$ cat config.mk
export PLATFORM = sky130hd
export DESIGN_NAME = ttu_calc
export DESIGN_NICKNAME = d
export VERILOG_FILES = /design/src/ttu_pkg.sv /design/src/ttu_calc.sv
export SDC_FILE = /design/constraint.sdc
export NUM_CORES = 1
export LEC_CHECK = 0
export CAP_MARGIN = 20
export CORE_AREA = 10 10 165 167
export DETAILED_ROUTE_END_ITERATION = 7
export DIE_AREA = 0 0 175 177
export DONT_BUFFER_PORTS = 1
export MAX_ROUTING_LAYER = met4
export PLACE_DENSITY_LB_ADDON = 0.08
export SYNTH_ARGS = -nofsm -noshare
export SYNTH_HDL_FRONTEND = slang
export SYNTH_SLANG_ARGS = --single-unit
$ cat constraint.sdc
create_clock -name vclk -period 6.14
set_input_delay 0.921 -clock vclk [all_inputs]
set_output_delay 0.921 -clock vclk [all_outputs]
set_load 0.005 [all_outputs]
$ cat src/ttu_pkg.sv
// ----------------------------------------------------------------------------
// Transposition table package
// Shared types, operation and bound codes, and defaults for the
// transposition table unit.
// ----------------------------------------------------------------------------
package ttu_pkg;

    // Default table size and mate threshold after reset.
    localparam int unsigned TABLE_ENTRIES_DEFAULT = 4096;
    localparam logic [14:0] MATE_THRESHOLD_RESET  = 15'd29936;

    // Operation codes.
    localparam logic [1:0] OP_PROBE = 2'd0;
    localparam logic [1:0] OP_STORE = 2'd1;
    localparam logic [1:0] OP_CLEAR = 2'd2;

    // Bound codes.
    localparam logic [1:0] BOUND_UPPER = 2'd0;
    localparam logic [1:0] BOUND_LOWER = 2'd1;
    localparam logic [1:0] BOUND_EXACT = 2'd2;

    // Score limits used for saturation.
    localparam logic signed [16:0] SCORE_MAX = 17'sd32767;
    localparam logic signed [16:0] SCORE_MIN = -17'sd32768;

    // Input beat.
    typedef struct packed {
        logic [1:0]         operation;
        logic [63:0]        position_key;
        logic [24:0]        move;
        logic signed [15:0] score;
        logic [1:0]         bound_kind;
        logic [5:0]         depth;
        logic signed [15:0] alpha_bound;
        logic signed [15:0] beta_bound;
        logic [5:0]         ply;
    } req_t;

    // Result beat.
    typedef struct packed {
        logic               hit;
        logic               cutoff;
        logic [24:0]        best_move;
        logic signed [15:0] adjusted_score;
        logic [31:0]        fresh_writes;
        logic [31:0]        replacements;
    } rsp_t;

    // One table entry as held in memory.
    typedef struct packed {
        logic [63:0]        key;
        logic [24:0]        move;
        logic signed [15:0] score;
        logic [5:0]         depth;
        logic [1:0]         bound;
    } slot_t;

    // Decision from the evaluation logic back to the controller.
    typedef struct packed {
        logic               hit;
        logic               cutoff;
        logic [24:0]        best_move;
        logic signed [15:0] adjusted_score;
        logic               wr_en;
        logic               fresh_inc;
        logic               repl_inc;
        slot_t              new_slot;
    } calc_t;

endpackage

$ cat src/ttu_calc.sv
// ----------------------------------------------------------------------------
// Transposition table evaluation
// Given the request and the entry read from memory, decides the probe
// result and, for a store, whether and what to write back.
// ----------------------------------------------------------------------------
module ttu_calc (
    input  ttu_pkg::req_t  req,
    input  ttu_pkg::slot_t stored,
    input  logic [14:0]    mate_threshold,
    output ttu_pkg::calc_t result
);

    localparam logic signed [16:0] SCORE_MAX_L = ttu_pkg::SCORE_MAX;
    localparam logic signed [16:0] SCORE_MIN_L = ttu_pkg::SCORE_MIN;

    logic signed [16:0] thr_pos;
    logic signed [16:0] thr_neg;
    logic signed [16:0] st_score;
    logic signed [16:0] in_score;
    logic signed [16:0] alpha_ext;
    logic signed [16:0] beta_ext;
    logic signed [16:0] ply_ext;
    logic signed [16:0] adj;
    logic signed [16:0] push;
    logic signed [16:0] sat;
    logic               key_match;

    // Sign-extended operands for the threshold and window compares.
    assign thr_pos   = signed'({2'b00, mate_threshold});
    assign thr_neg   = -thr_pos;
    assign st_score  = signed'({stored.score[15], stored.score});
    assign in_score  = signed'({req.score[15], req.score});
    assign alpha_ext = signed'({req.alpha_bound[15], req.alpha_bound});
    assign beta_ext  = signed'({req.beta_bound[15], req.beta_bound});
    assign ply_ext   = signed'({11'd0, req.ply});
    assign key_match = (stored.key == req.position_key);

    // Probe side: mate scores are pulled toward zero by ply.
    always_comb begin
        if (st_score > thr_pos) begin
            adj = st_score - ply_ext;
        end else if (st_score < thr_neg) begin
            adj = st_score + ply_ext;
        end else begin
            adj = st_score;
        end
    end

    // Store side: mate scores are pushed away from zero, then saturated.
    always_comb begin
        if (in_score > thr_pos) begin
            push = in_score + ply_ext;
        end else if (in_score < thr_neg) begin
            push = in_score - ply_ext;
        end else begin
            push = in_score;
        end
        if (push > SCORE_MAX_L) begin
            sat = SCORE_MAX_L;
        end else if (push < SCORE_MIN_L) begin
            sat = SCORE_MIN_L;
        end else begin
            sat = push;
        end
    end

    // Per-operation decision.
    always_comb begin
        result                  = '0;
        result.new_slot.key     = req.position_key;
        result.new_slot.move    = req.move;
        result.new_slot.score   = sat[15:0];
        result.new_slot.depth   = req.depth;
        result.new_slot.bound   = req.bound_kind;
        case (req.operation)
            ttu_pkg::OP_PROBE: begin
                if (key_match) begin
                    result.hit       = 1'b1;
                    result.best_move = stored.move;
                    if (stored.depth >= req.depth) begin
                        result.adjusted_score = adj[15:0];
                        case (stored.bound)
                            ttu_pkg::BOUND_UPPER: begin
                                if (adj <= alpha_ext) begin
                                    result.adjusted_score = req.alpha_bound;
                                    result.cutoff         = 1'b1;
                                end
                            end
                            ttu_pkg::BOUND_LOWER: begin
                                if (adj >= beta_ext) begin
                                    result.adjusted_score = req.beta_bound;
                                    result.cutoff         = 1'b1;
                                end
                            end
                            ttu_pkg::BOUND_EXACT: begin
                                result.cutoff = 1'b1;
                            end
                            default: begin
                                result.cutoff = 1'b0;
                            end
                        endcase
                    end
                end
            end
            ttu_pkg::OP_STORE: begin
                if (stored.key == 64'd0) begin
                    result.wr_en     = 1'b1;
                    result.fresh_inc = 1'b1;
                end else if (stored.depth <= req.depth) begin
                    result.wr_en    = 1'b1;
                    result.repl_inc = 1'b1;
                end
            end
            default: begin
                result.wr_en = 1'b0;
            end
        endcase
    end

endmodule

== Word-level counts from Yosys, hierarchy flattened ==
Index checks and enable logic that the tools add are counted.

* $add $sub $neg: 5
* Magnitude comparators: 10
* Eq/ne operators: 4
* Multiplexer cells: 22
* Reduce and logical (&&, ||, !) cells: 3

{| class="wikitable"
|+ Operator list
! cell !! number
|-
| two-way mux 43 bit || 2
|-
| two-way mux 16 bit || 5
|-
| two-way mux 17 bit || 4
|-
| == test 64 bit || 1
|-
| zero test 64 bit || 1
|-
| adder 16 x 7 -> 17 bit || 2
|-
| less-than comparator 16 x 17 -> 1 bit || 2
|-
| subtractor 16 x 7 -> 17 bit || 2
|-
| > comparator 16 bit || 2
|-
| case mux 16 bit (2 select lines) || 1
|-
| >= comparator 17 x 16 -> 1 bit || 1
|-
| > comparator 17 x 16 -> 1 bit, second input constant || 1
|-
| <= comparator 17 x 16 -> 1 bit || 1
|-
| less-than comparator 17 x 16 -> 1 bit, second input constant || 1
|-
| negator 15 -> 17 bit || 1
|-
| two-way mux 1 bit || 8
|-
| >= comparator 6 bit || 1
|-
| <= comparator 6 bit || 1
|-
| == test 2 x 1 -> 1 bit, second input constant || 2
|-
| zero test 2 bit || 2
|-
| case mux 1 bit (3 select lines) || 1
|-
| == test 2 bit, second input constant || 1
|-
| two-way mux 2 bit || 1
|}

* Flip-flop bits (word level): 0
* Output and inout port bits: 159
* Word-level logic and storage cells: 44

== Longest topological paths before layout ==
* Word-level depth: 10
* Gate-level depth with buffers: 29
* Gate-level depth less buffers: 26

== Worst setup path before layout ==
Ideal clock, no wire load.

* Path type: input to output
* From: in mate_threshold[4]
* To: out result[126] in the netlist's numbering
* Arrival: 5.783 ns
* Setup slack: -0.564 ns
* Stages: 26
* Path buffers: 3
* Cell sequence: nor4_4 nand2_1 or4_1 xnor2_1 ha_1 a211oi_1 inv_1 o22ai_1 maj3_1 a221o_1 buf_6 a31oi_1 xnor2_1 ha_1 nand4_1 or2_2 o41ai_1 a21oi_1 o21ai_0 o21ai_0 nand2b_1 clkbuf_1 nand2_1 clkbuf_1 nor2_1 a211oi_1

{| class="wikitable"
|+ RTL lines
! element !! RTL line !! source
|-
| start: declaration || ttu_calc.sv:9 || <nowiki>input logic [14:0] mate_threshold,</nowiki>
|-
| end: declaration || ttu_calc.sv:10 || <nowiki>output ttu_pkg::calc_t result</nowiki>
|}

==> metrics.txt <==
# TYPE chip_impl_metric gauge
chip_impl_metric{name="globalRouteMet2Util",unit="%"} 39.85
chip_impl_metric{name="setup_viol",unit=""} 17
chip_impl_metric{name="critical_path_buf_inv_count",unit=""} 4
chip_impl_metric{name="finalCoreUtilization",unit="%"} 33.64
chip_impl_info{name="setup_repair_after_global_routing_missed_its_margin",value="yes"} 1
chip_impl_metric{name="worstPathArrival",unit="ns"} 5.72
chip_impl_metric{name="synth.mux.area_fraction",unit="%"} 1.001
chip_impl_metric{name="detail_route.vias_per_cell",unit=""} 5.391
chip_impl_metric{name="place.detailed.hpwl",unit="um"} 32510
chip_impl_metric{name="grt_antenna_before_repair",unit=""} 2
chip_impl_metric{name="critical_path_cell_count",unit=""} 27
chip_impl_metric{name="grt_max_degree",unit=""} 27
chip_impl_metric{name="worst_ir_drop_vdd",unit="mV"} 0.01785
chip_impl_metric{name="drt-wirelength-per-cell",unit="um"} 27.45
chip_impl_info{name="grt_most_used_layer",value="met2"} 1
chip_impl_metric{name="route.final.wire_length",unit="um"} 36050
chip_impl_metric{name="post-place-ws",unit="ns"} -0.6880
chip_impl_info{name="worst_setup_path_end_kind",value="output pin"} 1
chip_impl_metric{name="final_period_minus_worst_setup_slack",unit="ns"} 6.642
chip_impl_metric{name="syn_area",unit="sq mm"} 0.006999
chip_impl_metric{name="yosys_warnings",unit=""} 0
chip_impl_metric{name="seq_cell_count",unit=""} 0
chip_impl_metric{name="maxCapViolations",unit=""} 0
chip_impl_info{name="run_status",value="finished with violations"} 1
chip_impl_metric{name="area.growth.synth_to_final",unit="%"} 15.16
chip_impl_metric{name="drcViolationCount",unit=""} 0
chip_impl_metric{name="clock.fmax",unit="MHz"} 150.6
chip_impl_metric{name="yosysUniqueCellTypes",unit=""} 80
chip_impl_metric{name="critical_path_required",unit="ns"} 5.22
chip_impl_metric{name="timing.final.ws_setup",unit="ns"} -0.5023
chip_impl_metric{name="first_global_vias",unit=""} 7176
chip_impl_metric{name="worst_pin_slew",unit="ns"} 1.144
chip_impl_metric{name="initial_utilization",unit="%"} 29.21
chip_impl_metric{name="globalplace.congestion",unit=""} 0.8777
chip_impl_metric{name="grt_pass1_wl",unit="um"} 50320
chip_impl_metric{name="drt_iter0_markers",unit=""} 353
chip_impl_metric{name="syn-instance-count",unit=""} 980
chip_impl_metric{name="rows",unit=""} 57
chip_impl_metric{name="report.final.slew_viol_count",unit=""} 0
chip_impl_metric{name="whs_path_depth",unit=""} 0
chip_impl_metric{name="post_synth_xor_area_fraction",unit="%"} 10.37
chip_impl_metric{name="regArea",unit="sq um"} 0
chip_impl_info{name="cp_slowest_cell",value="sky130_fd_sc_hd__a221o_1"} 1
chip_impl_metric{name="final_net_count",unit=""} 1397
chip_impl_metric{name="post_route_cells_drive_above_1_share",unit="%"} 23.20
chip_impl_metric{name="die_footprint",unit="sq mm"} 0.03098
chip_impl_metric{name="io_pins",unit=""} 440
chip_impl_info{name="layout.cells.most_common_list",value="sky130_fd_sc_hd__ha_1 (114), sky130_fd_sc_hd__buf_4 (111), sky130_fd_sc_hd__inv_1 (108)"} 1
chip_impl_metric{name="powerDensity",unit="mW/mm^2"} 71.97
chip_impl_metric{name="synth_simple_gate_area_share",unit="%"} 22.60
chip_impl_metric{name="mappedNetlistNets",unit=""} 1388
chip_impl_metric{name="max_slew_margin",unit="%"} 23.76
chip_impl_metric{name="synth_adder_area_share",unit="%"} 23.56
chip_impl_metric{name="synth_seq_area_share",unit="%"} 0
chip_impl_info{name="critical-path-top-delay-family",value="compound AO/OA/AOI/OAI gates"} 1
chip_impl_info{name="critPathKind",value="in -> out"} 1
chip_impl_metric{name="grt_overflow",unit=""} 0
chip_impl_metric{name="worst-path-max-fanout",unit=""} 6
chip_impl_metric{name="routed-via-count",unit=""} 7078
chip_impl_info{name="crit_path_start_kind",value="input port"} 1
chip_impl_info{name="violations",value="negative setup slack"} 1
chip_impl_metric{name="num-fill-cells",unit=""} 2660
chip_impl_metric{name="slowest_delay",unit="ns"} 0.39
chip_impl_metric{name="die_h",unit="um"} 177
chip_impl_metric{name="fin_hold_ws",unit="ns"} 1.842
chip_impl_metric{name="synthesis.area_per_instance",unit="sq um"} 7.142
chip_impl_metric{name="use_met3",unit="%"} 6.742
chip_impl_metric{name="core-area",unit="sq mm"} 0.02396
chip_impl_metric{name="drt.antenna.violating_nets",unit=""} 0
chip_impl_metric{name="met1_usage",unit="%"} 23.70
chip_impl_metric{name="final_hold_viol_count",unit=""} 0
chip_impl_info{name="synth_top_family_by_area",value="compound AO/OA/AOI/OAI gates"} 1
chip_impl_info{name="final_common_cell",value="sky130_fd_sc_hd__ha_1"} 1
chip_impl_metric{name="clock_buffers",unit=""} 0
chip_impl_info{name="min-delay-path-class",value="in -> out"} 1
chip_impl_metric{name="power_leakage",unit="nW"} 3.614
chip_impl_metric{name="input_output_buffers",unit=""} 0
chip_impl_metric{name="finalCritPeriodShare",unit="%"} 108.2
chip_impl_metric{name="dieWidth",unit="um"} 175
chip_impl_metric{name="synth_compound_area_share",unit="%"} 24.94
chip_impl_metric{name="grt_usage",unit="%"} 22.17
chip_impl_metric{name="drt_pass1_iterations",unit=""} 5
## cell type report
class / instances / area [sq um] / area share [%]
Multi-Input combinational cell: 756 / 6262 / 77.69
Timing Repair Buffer: 122 / 978.4 / 12.14
Inverter: 109 / 409.1 / 5.076
Tap cell: 324 / 405.4 / 5.029
Antenna cell: 2 / 5.005 / 0.06209
## where the power goes
group	leakage (nW)	internal [W]	switching, W
logic	3.61	0.000285	0.000295
registers	0	0	0
clock network	0.0000127	0.0000000000438	0
## logic make-up (layout without fill, tap and decap cells)
family	Yosys count	after routing
buffers and inverters	225	231
adder cells (fa/ha/maj)	130	130
other	0	2
AO/OA/AOI/OAI	242	242
XOR/XNOR	82	82
multiplexers	7	7
AND/OR/NAND/NOR	294	295
## through the flow
stage	TNS (ns)	area (sq um)	instances	total power, W
4_1_cts	-10.43	7883	1302	0.0005670
3_3_place_gp	-9.753	7468	1287	0.0005275
2_1_floorplan	-3.510	7166	980	0.0004083
3_5_place_dp	-10.28	7468	1287	0.0005208
5_1_grt	-12.73	8060	1313	0.0006519
6_report	-7.285	8060	1313	0.0005801
## cell usage after synthesis, types with 3 or more instances
cell | instances | area [sq um]
sky130_fd_sc_hd__nand2_1 | 53 | 198.9
sky130_fd_sc_hd__nor4_1 | 29 | 181.4
sky130_fd_sc_hd__o21ai_0 | 27 | 135.1
sky130_fd_sc_hd__o22ai_1 | 12 | 75.07
sky130_fd_sc_hd__xor2_1 | 37 | 324.1
sky130_fd_sc_hd__ha_1 | 123 | 1539
sky130_fd_sc_hd__mux2i_1 | 7 | 70.07
sky130_fd_sc_hd__buf_2 | 3 | 15.01
sky130_fd_sc_hd__nor2b_1 | 16 | 100.1
sky130_fd_sc_hd__and3_1 | 7 | 43.79
sky130_fd_sc_hd__o211ai_1 | 5 | 37.54
sky130_fd_sc_hd__buf_4 | 97 | 728.2
sky130_fd_sc_hd__o221a_2 | 10 | 112.6
sky130_fd_sc_hd__a211oi_1 | 6 | 45.04
sky130_fd_sc_hd__nand2b_1 | 11 | 68.82
sky130_fd_sc_hd__o21a_1 | 15 | 112.6
sky130_fd_sc_hd__xnor2_1 | 44 | 385.4
sky130_fd_sc_hd__or2_2 | 5 | 31.28
sky130_fd_sc_hd__a21oi_1 | 57 | 285.3
sky130_fd_sc_hd__nand3_1 | 16 | 80.08
sky130_fd_sc_hd__o2111ai_1 | 3 | 26.28
sky130_fd_sc_hd__o41ai_1 | 3 | 26.28
sky130_fd_sc_hd__o31ai_1 | 7 | 52.55
sky130_fd_sc_hd__a31oi_1 | 10 | 62.56
sky130_fd_sc_hd__a21o_1 | 18 | 135.1
sky130_fd_sc_hd__fa_1 | 4 | 80.08
sky130_fd_sc_hd__a31o_2 | 4 | 35.03
sky130_fd_sc_hd__nor3_1 | 19 | 95.09
sky130_fd_sc_hd__or3_1 | 3 | 18.77
sky130_fd_sc_hd__o21bai_1 | 8 | 60.06
sky130_fd_sc_hd__a22o_1 | 10 | 87.58
sky130_fd_sc_hd__maj3_1 | 3 | 30.03
sky130_fd_sc_hd__clkbuf_1 | 14 | 52.55
sky130_fd_sc_hd__nor2_1 | 59 | 221.5
sky130_fd_sc_hd__inv_1 | 109 | 409.1
sky130_fd_sc_hd__nand4_1 | 30 | 187.7
sky130_fd_sc_hd__o221ai_1 | 8 | 70.07
sky130_fd_sc_hd__and2_1 | 30 | 187.7
sky130_fd_sc_hd__a32oi_1 | 3 | 26.28
## routing by layer
metal	wire length (um)	up-vias
met3	2985	38
met1	13770	3294
met2	18500	277
met5	0	-
met4	794	0
li1	-	3469
## path summary, 6_finish.rpt
| path | slack (ns) | start | endpoint |
|---|---|---|---|
| min | 1.84 | req[67] | result[29] |
| max | -0.50 | mate_threshold[3] | result[128] |
## repair_timing
| action | CTS | global route |
|---|---|---|
| endpoints found under the setup margin | 17 | 33 |
| hold endpoints to repair | 0 | 0 |
| gates cloned | 0 | 1 |
| hold buffers | 0 | 0 |
| pin swaps | 32 | 21 |
| gates resized for setup | 65 | 20 |
| buffers inserted | 17 | 11 |
Power figures use the tool's default switching activity.
